$ cat src/hdl/mskf_pkg.sv
// ----------------------------------------------------------------------------
// mskf_pkg
// Shared types and constants of the multichannel scalar Kalman filter.
// ----------------------------------------------------------------------------
package mskf_pkg;

  localparam int unsigned CH_W    = 3;   // channel tag width
  localparam int unsigned SMP_W   = 12;  // converter sample width
  localparam int unsigned FRAC_W  = 16;  // fractional bits of all Q formats
  localparam int unsigned EST_W   = SMP_W + FRAC_W;  // Q12.16 estimate
  localparam int unsigned COV_W   = 32;  // Q16.16 covariance / noise
  localparam int unsigned GAIN_W  = FRAC_W;          // Q0.16 gain
  localparam int unsigned CFG_AW  = 2;
  localparam int unsigned DIV_STEPS = FRAC_W + 1;    // quotient bits produced
  localparam int unsigned DIV_CNT_W = $clog2(DIV_STEPS + 1);

  localparam logic [COV_W-1:0]  ONE_Q16        = 32'd65536;
  localparam logic [COV_W-1:0]  Q_NOISE_RESET  = 32'd655;
  localparam logic [COV_W-1:0]  R_NOISE_RESET  = 32'd655360;
  localparam logic [GAIN_W-1:0] GAIN_MAX       = 16'hFFFF;

  // configuration register indexes
  localparam logic [CFG_AW-1:0] REG_PROCESS_NOISE     = 2'd0;
  localparam logic [CFG_AW-1:0] REG_MEASUREMENT_NOISE = 2'd1;

  // per-channel filter state as kept in the state memory
  typedef struct packed {
    logic [SMP_W-1:0] last_output;
    logic [COV_W-1:0] covariance;
    logic [EST_W-1:0] estimate;
  } mskf_entry_t;

  localparam mskf_entry_t ENTRY_RESET = '{
    last_output: '0,
    covariance:  ONE_Q16,
    estimate:    '0
  };

endpackage

$ cat src/hdl/mskf_if.sv
// ----------------------------------------------------------------------------
// mskf channel interfaces
// Sample input, result output and configuration write channels.
// ----------------------------------------------------------------------------
interface mskf_in_if import mskf_pkg::*; ();
  logic             valid;
  logic             ready;
  logic [CH_W-1:0]  channel;
  logic [SMP_W-1:0] sample;

  modport source (output valid, output channel, output sample, input ready);
  modport sink   (input valid, input channel, input sample, output ready);
endinterface

interface mskf_out_if import mskf_pkg::*; ();
  logic             valid;
  logic             ready;
  logic [CH_W-1:0]  result_channel;
  logic [SMP_W-1:0] filtered_value;
  logic             was_seeded;

  modport source (output valid, output result_channel, output filtered_value,
                  output was_seeded, input ready);
  modport sink   (input valid, input result_channel, input filtered_value,
                  input was_seeded, output ready);
endinterface

interface mskf_cfg_if import mskf_pkg::*; ();
  logic              valid;
  logic              ready;
  logic [CFG_AW-1:0] index;
  logic [COV_W-1:0]  data;

  modport source (output valid, output index, output data, input ready);
  modport sink   (input valid, input index, input data, output ready);
endinterface

$ cat src/hdl/mskf_div.sv
// ----------------------------------------------------------------------------
// mskf_div
// Radix-2 restoring divider for the Kalman gain K = P'*2^16 / (P'+R).
// ----------------------------------------------------------------------------
module mskf_div import mskf_pkg::*; (
  input  logic              clk_i,
  input  logic              rst_ni,
  input  logic              start_i,
  input  logic [COV_W-1:0]  num_i,
  input  logic [COV_W:0]    den_i,
  output logic              done_o,
  output logic [GAIN_W-1:0] quot_o
);

  logic                 busy_q;
  logic                 done_q;
  logic [DIV_CNT_W-1:0] cnt_q;
  logic [COV_W:0]       rem_q, rem_d;
  logic [COV_W:0]       den_q;
  logic [FRAC_W:0]      bits_q;
  logic [FRAC_W:0]      quot_q;
  logic [COV_W+1:0]     trial;
  logic [COV_W+1:0]     diff;
  logic                 qbit;

  // num <= den, so the quotient fits 17 bits; the top numerator bits are
  // preloaded and only the last 17 are shifted through
  assign trial = {rem_q, bits_q[FRAC_W]};
  assign diff  = trial - {1'b0, den_q};
  assign qbit  = trial >= {1'b0, den_q};
  assign rem_d = qbit ? diff[COV_W:0] : trial[COV_W:0];

  always_ff @(posedge clk_i or negedge rst_ni) begin
    if (!rst_ni) begin
      busy_q <= 1'b0;
      done_q <= 1'b0;
      cnt_q  <= '0;
    end else begin
      done_q <= 1'b0;
      if (start_i) begin
        busy_q <= (den_i != '0);
        done_q <= (den_i == '0);
        cnt_q  <= DIV_CNT_W'(DIV_STEPS);
      end else if (busy_q) begin
        cnt_q <= cnt_q - 1'b1;
        if (cnt_q == DIV_CNT_W'(1)) begin
          busy_q <= 1'b0;
          done_q <= 1'b1;
        end
      end
    end
  end

  always_ff @(posedge clk_i) begin
    if (start_i) begin
      rem_q  <= {2'b00, num_i[COV_W-1:1]};
      bits_q <= {num_i[0], {FRAC_W{1'b0}}};
      den_q  <= den_i;
      quot_q <= '0;
    end else if (busy_q) begin
      rem_q  <= rem_d;
      bits_q <= {bits_q[FRAC_W-1:0], 1'b0};
      quot_q <= {quot_q[FRAC_W-1:0], qbit};
    end
  end

  assign done_o = done_q;
  // K reaches 1.0 only with R = 0; clamp to just below one
  assign quot_o = quot_q[FRAC_W] ? GAIN_MAX : quot_q[GAIN_W-1:0];

endmodule

$ cat src/hdl/multichannel_scalar_kalman_filter_unit.sv
// ----------------------------------------------------------------------------
// multichannel_scalar_kalman_filter_unit
// Per-channel scalar Kalman filter over tagged converter samples.
// ----------------------------------------------------------------------------
//  port    | dir | transaction contents
//  --------+-----+-----------------------------------------------
//  smp_i   | in  | channel, sample
//  res_o   | out | result_channel, filtered_value, was_seeded
//  cfg_i   | in  | index (0: Q, 1: R), data
//
//  An item runs through one state memory read, predict, a 17-step
//  restoring divide for the gain, two multiplies and the write-back. A
//  seeded item skips the divide and multiplies; a zero P'+R ends the
//  divide at once; an out-of-range channel is dropped in its accept
//  cycle. One item is in flight at a time.
//  Reset puts every channel at estimate 0, covariance 1.0 through per-entry
//  valid bits; no clearing pass. A held result stalls only the write-back.
// ----------------------------------------------------------------------------
module multichannel_scalar_kalman_filter_unit import mskf_pkg::*; #(
  parameter int unsigned NUM_CHANNELS = 6
) (
  input  logic       clk_i,
  input  logic       rst_ni,
  mskf_in_if.sink    smp_i,
  mskf_out_if.source res_o,
  mskf_cfg_if.sink   cfg_i
);

  localparam int unsigned CH_AW = (NUM_CHANNELS > 1) ? $clog2(NUM_CHANNELS) : 1;

  typedef enum logic [2:0] {
    ST_IDLE, ST_SETUP, ST_DIVST, ST_DIV, ST_GAIN, ST_COV, ST_WB
  } state_e;

  state_e state_q;

  logic [COV_W-1:0] q_noise_q, r_noise_q;

  // state memory
  mskf_entry_t              mem_q [NUM_CHANNELS];
  logic [NUM_CHANNELS-1:0]  vld_q;
  mskf_entry_t              rd_data_q;
  logic                     rd_vld_q;
  mskf_entry_t              entry;

  logic             in_acc;
  logic             in_range;
  logic [CH_AW-1:0] in_idx;
  logic             wb_go;

  // item payload
  logic [CH_AW-1:0]  idx_q;
  logic [CH_W-1:0]   ch_q;
  logic [EST_W-1:0]  est_q, target_q, est_new_q, diff_q;
  logic              up_q;
  logic              seeded_q;
  logic [COV_W-1:0]  cov_q, p_pred_q;
  logic [GAIN_W+EST_W-1:0]  prod1_q;
  logic [FRAC_W+COV_W:0]    prod2_q;
  logic [COV_W:0]    psum;
  logic [COV_W:0]    den;
  logic [EST_W-1:0]  corr;
  logic [COV_W-1:0]  cov_new;

  logic              div_start;
  logic              div_done;
  logic [GAIN_W-1:0] gain;

  // output register
  logic              out_vld_q;
  logic [CH_W-1:0]   out_ch_q;
  logic [SMP_W-1:0]  out_val_q;
  logic              out_seed_q;

  assign in_range = (32'(smp_i.channel) < NUM_CHANNELS);
  assign in_idx   = CH_AW'(smp_i.channel);
  assign in_acc   = smp_i.valid && smp_i.ready;
  assign smp_i.ready = (state_q == ST_IDLE);
  assign cfg_i.ready = 1'b1;
  assign wb_go    = (state_q == ST_WB) && (!out_vld_q || res_o.ready);

  assign entry  = rd_vld_q ? rd_data_q : ENTRY_RESET;
  assign psum   = {1'b0, entry.covariance} + {1'b0, q_noise_q};
  assign den    = {1'b0, p_pred_q} + {1'b0, r_noise_q};
  assign corr   = prod1_q[GAIN_W+EST_W-1:FRAC_W];
  assign cov_new = seeded_q ? cov_q : prod2_q[FRAC_W+COV_W-1:FRAC_W];
  assign div_start = (state_q == ST_DIVST);

  mskf_div u_div (
    .clk_i   (clk_i),
    .rst_ni  (rst_ni),
    .start_i (div_start),
    .num_i   (p_pred_q),
    .den_i   (den),
    .done_o  (div_done),
    .quot_o  (gain)
  );

  // config registers
  always_ff @(posedge clk_i or negedge rst_ni) begin
    if (!rst_ni) begin
      q_noise_q <= Q_NOISE_RESET;
      r_noise_q <= R_NOISE_RESET;
    end else if (cfg_i.valid && cfg_i.ready) begin
      unique case (cfg_i.index)
        REG_PROCESS_NOISE:     q_noise_q <= cfg_i.data;
        REG_MEASUREMENT_NOISE: r_noise_q <= cfg_i.data;
        default: ;
      endcase
    end
  end

  // memory: read on accept, write on write-back
  always_ff @(posedge clk_i) begin
    if (in_acc && in_range) begin
      rd_data_q <= mem_q[in_idx];
    end
    if (wb_go) begin
      mem_q[idx_q] <= '{last_output: est_new_q[EST_W-1:FRAC_W],
                        covariance:  cov_new,
                        estimate:    est_new_q};
    end
  end

  // control and registered outputs
  always_ff @(posedge clk_i or negedge rst_ni) begin
    if (!rst_ni) begin
      state_q   <= ST_IDLE;
      vld_q     <= '0;
      rd_vld_q  <= 1'b0;
      out_vld_q <= 1'b0;
    end else begin
      if (out_vld_q && res_o.ready && !wb_go) begin
        out_vld_q <= 1'b0;
      end
      unique case (state_q)
        ST_IDLE: begin
          if (in_acc && in_range) begin
            rd_vld_q <= vld_q[in_idx];
            state_q  <= ST_SETUP;
          end
        end
        ST_SETUP: begin
          state_q <= (entry.last_output == '0 && entry.estimate == '0) ? ST_WB : ST_DIVST;
        end
        ST_DIVST: state_q <= ST_DIV;
        ST_DIV: begin
          if (div_done) begin
            state_q <= ST_GAIN;
          end
        end
        ST_GAIN: state_q <= ST_COV;
        ST_COV:  state_q <= ST_WB;
        ST_WB: begin
          if (wb_go) begin
            vld_q[idx_q] <= 1'b1;
            out_vld_q    <= 1'b1;
            state_q      <= ST_IDLE;
          end
        end
        default: state_q <= ST_IDLE;
      endcase
    end
  end

  // datapath registers
  always_ff @(posedge clk_i) begin
    unique case (state_q)
      ST_IDLE: begin
        if (in_acc) begin
          idx_q    <= in_idx;
          ch_q     <= smp_i.channel;
          target_q <= {smp_i.sample, {FRAC_W{1'b0}}};
        end
      end
      ST_SETUP: begin
        est_q    <= entry.estimate;
        cov_q    <= entry.covariance;
        p_pred_q <= psum[COV_W] ? {COV_W{1'b1}} : psum[COV_W-1:0];
        seeded_q <= (entry.last_output == '0 && entry.estimate == '0);
        est_new_q <= target_q;
        up_q     <= (target_q >= entry.estimate);
        diff_q   <= (target_q >= entry.estimate) ? target_q - entry.estimate
                                                 : entry.estimate - target_q;
      end
      ST_GAIN: begin
        prod1_q <= gain * diff_q;
      end
      ST_COV: begin
        prod2_q   <= (ONE_Q16[FRAC_W:0] - {1'b0, gain}) * p_pred_q;
        est_new_q <= up_q ? est_q + corr : est_q - corr;
      end
      ST_WB: begin
        if (wb_go) begin
          out_ch_q   <= ch_q;
          out_val_q  <= est_new_q[EST_W-1:FRAC_W];
          out_seed_q <= seeded_q;
        end
      end
      default: ;
    endcase
  end

  assign res_o.valid          = out_vld_q;
  assign res_o.result_channel = out_ch_q;
  assign res_o.filtered_value = out_val_q;
  assign res_o.was_seeded     = out_seed_q;

endmodule

$ cat src/flat_wrapper.sv
// flat-port wrapper written by rule: the top's interface ports become plain ports
module multichannel_scalar_kalman_filter_unit_flat import mskf_pkg::*;
#(
  parameter int unsigned NUM_CHANNELS = 6
)
  (clk_i, rst_ni, smp_i_valid, smp_i_channel, smp_i_sample, smp_i_ready, res_o_valid, res_o_result_channel, res_o_filtered_value, res_o_was_seeded, res_o_ready, cfg_i_valid, cfg_i_index, cfg_i_data, cfg_i_ready);
  mskf_in_if smp_i_i ();
  mskf_out_if res_o_i ();
  mskf_cfg_if cfg_i_i ();
  input  logic clk_i;
  input  logic rst_ni;
  input wire logic [$bits(smp_i_i.valid)-1:0] smp_i_valid;
  input wire logic [$bits(smp_i_i.channel)-1:0] smp_i_channel;
  input wire logic [$bits(smp_i_i.sample)-1:0] smp_i_sample;
  output wire logic [$bits(smp_i_i.ready)-1:0] smp_i_ready;
  output wire logic [$bits(res_o_i.valid)-1:0] res_o_valid;
  output wire logic [$bits(res_o_i.result_channel)-1:0] res_o_result_channel;
  output wire logic [$bits(res_o_i.filtered_value)-1:0] res_o_filtered_value;
  output wire logic [$bits(res_o_i.was_seeded)-1:0] res_o_was_seeded;
  input wire logic [$bits(res_o_i.ready)-1:0] res_o_ready;
  input wire logic [$bits(cfg_i_i.valid)-1:0] cfg_i_valid;
  input wire logic [$bits(cfg_i_i.index)-1:0] cfg_i_index;
  input wire logic [$bits(cfg_i_i.data)-1:0] cfg_i_data;
  output wire logic [$bits(cfg_i_i.ready)-1:0] cfg_i_ready;
  assign smp_i_i.valid = smp_i_valid;
  assign smp_i_i.channel = smp_i_channel;
  assign smp_i_i.sample = smp_i_sample;
  assign smp_i_ready = smp_i_i.ready;
  assign res_o_valid = res_o_i.valid;
  assign res_o_result_channel = res_o_i.result_channel;
  assign res_o_filtered_value = res_o_i.filtered_value;
  assign res_o_was_seeded = res_o_i.was_seeded;
  assign res_o_i.ready = res_o_ready;
  assign cfg_i_i.valid = cfg_i_valid;
  assign cfg_i_i.index = cfg_i_index;
  assign cfg_i_i.data = cfg_i_data;
  assign cfg_i_ready = cfg_i_i.ready;
  multichannel_scalar_kalman_filter_unit #(.NUM_CHANNELS(NUM_CHANNELS)) u_core (.clk_i(clk_i), .rst_ni(rst_ni), .smp_i(smp_i_i), .res_o(res_o_i), .cfg_i(cfg_i_i));
endmodule
$ cat config.mk
export PLATFORM = sky130hd
export DESIGN_NAME = multichannel_scalar_kalman_filter_unit_flat
export DESIGN_NICKNAME = d
export VERILOG_FILES = /design/src/hdl/mskf_pkg.sv /design/src/hdl/mskf_if.sv /design/src/hdl/mskf_div.sv /design/src/hdl/multichannel_scalar_kalman_filter_unit.sv /design/src/flat_wrapper.sv
export SDC_FILE = /design/constraint.sdc
export NUM_CORES = 2
export LEC_CHECK = 0
export ABC_CLOCK_PERIOD_IN_PS = 8700
export BUFFER_PORTS_ARGS = -buffer_cell sky130_fd_sc_hd__buf_2
export CAP_MARGIN = 0
export CORE_MARGIN = 2
export CORE_UTILIZATION = 45
export CTS_CLUSTER_DIAMETER = 50
export DETAILED_ROUTE_END_ITERATION = 6
export PLACE_DENSITY = 0.59
export SLEW_MARGIN = 0
export SYNTH_ARGS = -nofsm -noshare
export SYNTH_HDL_FRONTEND = slang
export SYNTH_HIERARCHICAL = 1
export SYNTH_SLANG_ARGS = --single-unit
$ cat constraint.sdc
create_clock -name clk_i -period 8.7 [get_ports clk_i]
set_clock_uncertainty 0.15 [all_clocks]
set_input_delay 0.87 -clock clk_i [delete_from_list [all_inputs] [get_ports clk_i]]
set_output_delay 0.87 -clock clk_i [all_outputs]
set_load 0.03 [all_outputs]
### Word-level counts from Yosys, hierarchy flattened

Memory sizes are Yosys's and may differ from the RTL's. A register that Yosys moved wholly into a read port is not among the register bits.
Index checks and enable logic that the tools add are counted.

| storage, ports and cells | value |
|---|---|
| register bits | 439 |
| bits in writable memories | 432 |
| bits of input ports | 54 |
| output and inout bits | 19 |
| logic and storage cells | 115 |
| memories | 1 |

Memories:

| name | depth | width | rd ports | clocked after Yosys merged registers in | wr ports | RTL line | source |
|---|---|---|---|---|---|---|---|
| u_core.mem_q | 6 | 72 | 1 | 1 | 1 | multichannel_scalar_kalman_filter_unit.sv:40 | `mskf_entry_t mem_q [NUM_CHANNELS];` |

| operators by class | value |
|---|---|
| add/subtract/negate cells | 9 |
| multiply operators | 2 |
| $lt $le $gt $ge | 6 |
| equality and inequality tests | 11 |
| multiplexer cells | 33 |
| bitwise logic cells | 1 |
| reductions and logical operators | 24 |

Operator list:

| operator | number |
|---|---|
| subtractor 28 bit | 3 |
| 2-to-1 mux 72 bit | 1 |
| adder 32 x 32 -> 33 bit | 2 |
| 2-to-1 mux 31 bit | 2 |
| 2-to-1 mux 28 bit | 2 |
| one-hot mux 28 bit (2 select lines) | 1 |
| multiplier 49 x 32 -> 48 bit | 1 |
| multiplier 16 x 28 -> 44 bit | 1 |
| greater-or-equal comparator 34 x 33 -> 1 bit | 1 |
| 2-to-1 mux 17 bit | 2 |
| logical NOT 33 bit | 1 |
| 2-to-1 mux 33 bit | 1 |
| nonzero test 33 bit | 1 |
| subtractor 33 bit | 1 |
| 2-to-1 mux 32 bit | 1 |
| adder 28 bit | 1 |
| greater-or-equal comparator 28 bit | 1 |
| logical NOT 28 bit | 1 |
| one-hot mux 3 bit (7 select lines) | 1 |
| subtractor 17 x 16 -> 18 bit, first input constant | 1 |
| 2-to-1 mux 16 bit | 1 |
| 2-to-1 mux 1 bit | 13 |
| logical NOT 12 bit | 1 |
| 2-to-1 mux 3 bit | 4 |
| 23 further kinds | 41 |

### Logic depth before layout (Yosys ltp)

| logic depth | value |
|---|---|
| depth in word-level cells | 8 |
| depth in mapped cells | 34 |

### Modules after synthesis

The synthesis kept the hierarchy.

By module, submodules not included:

| module | times used | cells each | area an instance (sq um) | seq. area each (sq um) |
|---|---|---|---|---|
| multichannel_scalar_kalman_filter_unit | 1 | 5618 | 62820.2 | 21705.8 |
| mskf_div | 1 | 576 | 5716.7 | 2507.4 |

### Least setup slack after synthesis

OpenSTA, ideal clock, no wires.

| timing | value |
|---|---|
| path type | register -> register |
| start | reg u_core.state_q[0] |
| end | reg u_core.cov_q[0], enable pin |
| library setup time | 0.615 ns |
| arrival | 7.444 ns |
| setup slack | 0.491 ns |
| cell stages (with the launch flop) | 4 |
| period minus slack after synthesis | 8.209 ns |
| cells stage by stage | dfrtp_1 -> clkbuf_1 -> nor2b_1 -> nor2b_1 |

| on the way | value |
|---|---|
| word-level cells in the longest chain between the ends | 1 |

RTL lines:

| what | RTL line | source |
|---|---|---|
| start, declared | multichannel_scalar_kalman_filter_unit.sv:35 | `state_e state_q;` |
| start signal, assigned | multichannel_scalar_kalman_filter_unit.sv:144 | `state_q <= (entry.last_output == '0 && entry.estimate == '0) ? ST_WB : ST_DIVST;` |
| == test 3 x 1 -> 1 bit | multichannel_scalar_kalman_filter_unit.sv:168 | `unique case (state_q)` |
| end signal, assigned | multichannel_scalar_kalman_filter_unit.sv:178 | `cov_q <= entry.covariance;` |
| end, declared | multichannel_scalar_kalman_filter_unit.sv:57 | `logic [COV_W-1:0] cov_q, p_pred_q;` |

Every way passes these cells.
A chain may end at the register's enable or synchronous reset.

### Worst setup path after layout

| timing | value |
|---|---|
| start | reg u_core.u_div.quot_q[16] |
| end | reg u_core.prod2_q[47], data pin |

| on the way | value |
|---|---|
| word-level cells in the longest chain between the ends | 3 |

RTL lines:

| what | RTL line | source |
|---|---|---|
| start, declared | mskf_div.sv:21 | `logic [FRAC_W:0] quot_q;` |
| start signal, assigned | mskf_div.sv:63 | `quot_q <= {quot_q[FRAC_W-1:0], qbit};` |
| 2-to-1 mux 16 bit | mskf_div.sv:69 | `assign quot_o = quot_q[FRAC_W] ? GAIN_MAX : quot_q[GAIN_W-1:0];` |
| named net u_core.gain[9] | multichannel_scalar_kalman_filter_unit.sv:67 | `logic [GAIN_W-1:0] gain;` |
| subtractor 17 x 16 -> 18 bit | multichannel_scalar_kalman_filter_unit.sv:190 | `prod2_q <= (ONE_Q16[FRAC_W:0] - {1'b0, gain}) * p_pred_q;` |
| multiplier 49 x 32 -> 48 bit | multichannel_scalar_kalman_filter_unit.sv:190 |  |
| end signal, assigned | multichannel_scalar_kalman_filter_unit.sv:190 |  |
| end, declared | multichannel_scalar_kalman_filter_unit.sv:59 | `logic [FRAC_W+COV_W:0] prod2_q;` |

The timed path passes the listed nets, and every way through them passes these cells.

==> results.md <==
* Outcome: complete, no violations
* Most frequent cells in the layout: inv_1 (991), fa_1 (800), nand2_1 (741), edfxtp_1 (725), and2_1 (432)
* Compound-cell area share of the yosys netlist at approximately 6.3%
* Die area at between 0.15 and 0.2 sq mm
* Hold_sp: smp_i_sample[7]
* Synth Register Bits at about 830
* Critical path class: flop to flop
* ANT nets after route at 0
* CP delay by family, top: adder cells
* Initial Util at 45.2%
* CP Data Required Time at roughly 9 ns
* Inst Count DP at 8185
* Area leader, netlist: edfxtp_1
* Crit share post-route at 97.4%
* Vias per cell at 5.33
* Chip Height at 394 um
* Number of max-cap violations at 0
* Clock Pin Slew Worst Setup and Hold Paths at 0.06 ns
* Commonest non-fill, non-tap cell in the layout: inv_1
* Max Root-Sink Buffers at 3
* Async set or reset register ratio after synthesis at 9.93%
* Post-route cell area at 0.0756 sq mm
* Seq/Total Area, Yosys at 35.3%
* Setup_tns at 0 ns
* Non-filler cells in the finished layout at 8381
* Initial antenna violation count at 3
* Top cell by count, worst path: fa_1
* PortBufs at 71
* Worst R2R Path Depth at 31
* Fmax achieved at 118 MHz
* Syn Area/Cell at 11.1 sq um
* Number of global-route vias before repair at about 46000
* Final WL at 172000 um
* Top cells by area, synth: edfxtp_1 (32%), fa_1 (24%), ha_1 (7.4%)
* Syn Inst Count at 6194
* DR WL/cell at just over 20 um
* Top fanout value on the critical path at 10
* Clock sink count at 826
* H-tree depth at 3
* PnR worst setup slack at 0.227 ns
* Sum of buffers and inverters on the critical path at 7
* Worst setup EP type: flop
* Tmin final at 8.47 ns
* Post-Syn Area at ~0.069 sq mm
* CP peak stage delay at 0.57 ns
* Largest net degree at the start of global routing at 77
* Post-synthesis mux area share at 5.06%
* Final Max Slew Viols at 0
* Yosys cell types at 90
* CP Launch Type: flop
* Gr usage total at 22.4%
* Layout Nets at ~7500
* Synthesized net count at around 7500
* DR iter-0 viols at just over 3000
* Synth Area in XOR/XNOR at 2.99%
* Worst R2R End: u_core/prod2_q[47]
* Vias at ~45000
* Most used DFF post-synth: edfxtp_1
* Clk root buf: clkbuf_16
* CTS tree: built
* RSZ-0062 raised after global routing: true
* Reg-to-Reg Start: u_core/u_div/quot_q[16]
* First drt pass iteration count at 5
* GRT overflow at 0
* Worst slack at placement at -0.0182 ns
* Hold Path End: u_core/target_q[23]
* Min-Delay Path Depth at 1
* R2r setup slk at 0.23 ns
* Synth-to-layout area growth at 10.3%
* Final hold viol count at 0
* Post-synth EDFFs at 725
* Adder-Cell Fraction of Synth Area at 31.1%
* Core area at 0.152 sq mm
* Largest family of logic cells by synthesized area: adder cells
* First-pass GRT wire length at around 270000 um
* Ports at 73
* Layout cell share with drive strength beyond 1 at between 10% and 20%
* Num CTS Buffers at 97
* Hold Crit Class: input pin to flop
* DIE WIDTH at 394 um
* Final setup viols at 0
* Worst Max-Slew Pin Slew at 1.30 ns
* Slowest stage cell, crit path: fa_1
* Post-synthesis simple-gate area fraction at 12.2%
* Residual DRC at 0
* Placement row count at 143
* Clock network latency to the later pin of the worst-skew pair at 0.73 ns
* DP HPWL at 126000 um
* Synth top area share at about a third
* Ys Warns at 6
* Post-DP Area at a little over 0.07 sq mm
* Worst Path Arrival at between 8 and 9 ns
* Slew HR at 12.5%
* Final GP Congestion at ~0.86
-- cells in the mapped netlist (8+ instances only) --
library cell	count
and3_1	45
ha_1	404
a21oi_1	259
nand2b_1	28
and2_1	433
nand4_1	22
o31ai_1	14
a221o_1	10
nand2_1	742
nand3_1	35
mux2_2	97
xor2_1	93
or3_1	12
o21bai_1	27
nor4_1	21
dfxtp_1	19
xnor2_1	141
dfstp_2	8
and4_1	10
a31oi_1	24
o21ai_0	96
mux2i_1	100
a211o_1	8
o211ai_1	10
nor3_1	48
a211oi_1	18
dfrtp_1	74
mux4_2	61
nor2_1	239
a21o_1	110
buf_1	19
o21ai_1	8
fa_1	813
or2_2	32
o21a_1	20
edfxtp_1	725
clkbuf_1	229
nor2b_1	28
inv_1	992
-- how the worst max path moves through the flow --
stage,from,endpoint,cells past startpoint
final,u_core/u_div/quot_q[16],u_core/prod2_q[47],31
after global routing,u_core/u_div/quot_q[16],u_core/prod2_q[46],31
after CTS,u_core/u_div/quot_q[16],u_core/prod2_q[46],29
after detailed placement,u_core/u_div/quot_q[16],u_core/prod2_q[46],28
after global placement,u_core/u_div/quot_q[16],u_core/prod2_q[44],28
after floorplan,u_core/state_q[0],u_core/cov_q[0],3
-- flip-flops by register name, summed over array words and instances, names as in the netlist, 17 cells and up --
register,count
u_core/mem_q,360
u_core/r_noise_q,32
u_core/u_div/rem_q,33
u_core/prod2_q,32
u_core/est_q,28
u_core/rd_data_q,60
u_core/diff_q,27
u_core/prod1_q,28
u_core/q_noise_q,32
u_core/est_new_q,28
u_core/p_pred_q,32
u_core/u_div/quot_q,17
u_core/u_div/den_q,33
u_core/cov_q,32
-- per-stage QoR --
| stage | hold slack [ns] | util [%] |
|---|---|---|
| global route | 0.139 | 49.9 |
| floorplan | 0.274 | - |
| CTS | 0.103 | 49.5 |
| global placement | 0.300 | 47.3 |
| finish | 0.163 | 49.9 |
| detailed placement | 0.305 | 47.3 |
-- worst register-to-register path, delay by kind of cell, from the launching register on --
family,cells,cell delay [ns]
adders and majority gates,7,3.25
AOI/OAI and AO/OA,10,2.37
and+or+nand+nor,5,1.08
buffers and inverters,7,0.69
DFF,1,0.36
xor gates and xnor gates,2,0.29
-- logic make-up (layout without fill, tap and decap cells) --
logic type | after synthesis | count (layout)
AOI/OAI and AO/OA | 678 | 678
xor gates and xnor gates | 234 | 235
adders and majority gates | 1217 | 1217
buffers and inverters | 1254 | 1409
DFF | 826 | 826
muxes | 258 | 258
other | 1 | 2
and+or+nand+nor | 1726 | 1726
-- final cells by class --
cell class,instances,area (sq um)
Antenna cell,1,2.50
Clock buffer,115,2520
Clock inverter,62,751
Fill cell,13600,76000
Inverter,994,3730
Multi-Input combinational cell,4115,40100
Sequential cell,826,24200
Tap cell,2030,2540
Timing Repair Buffer,238,1750
-- routing by layer --
layer,GRT usage (%),part of all wire [%],up-vias
met5,0,0,-
met4,5.53,2.2,0
met3,2.48,5.3,198
met2,34.7,45,1143
met1,33.7,47,23000
li1,-,-,20400
-- timing repair --
item,4_1_cts,5_1_grt
setup endpoints to repair,4,15
endpoints found under the hold margin,12,0
cloned,0,3
buffers inserted,1,13
pin swaps,1,51
gates resized for setup,2,72
hold buffers,1,0
Power is not shown: default switching activity piles up to over one toggle a cycle in this logic, so the estimate is an artifact.
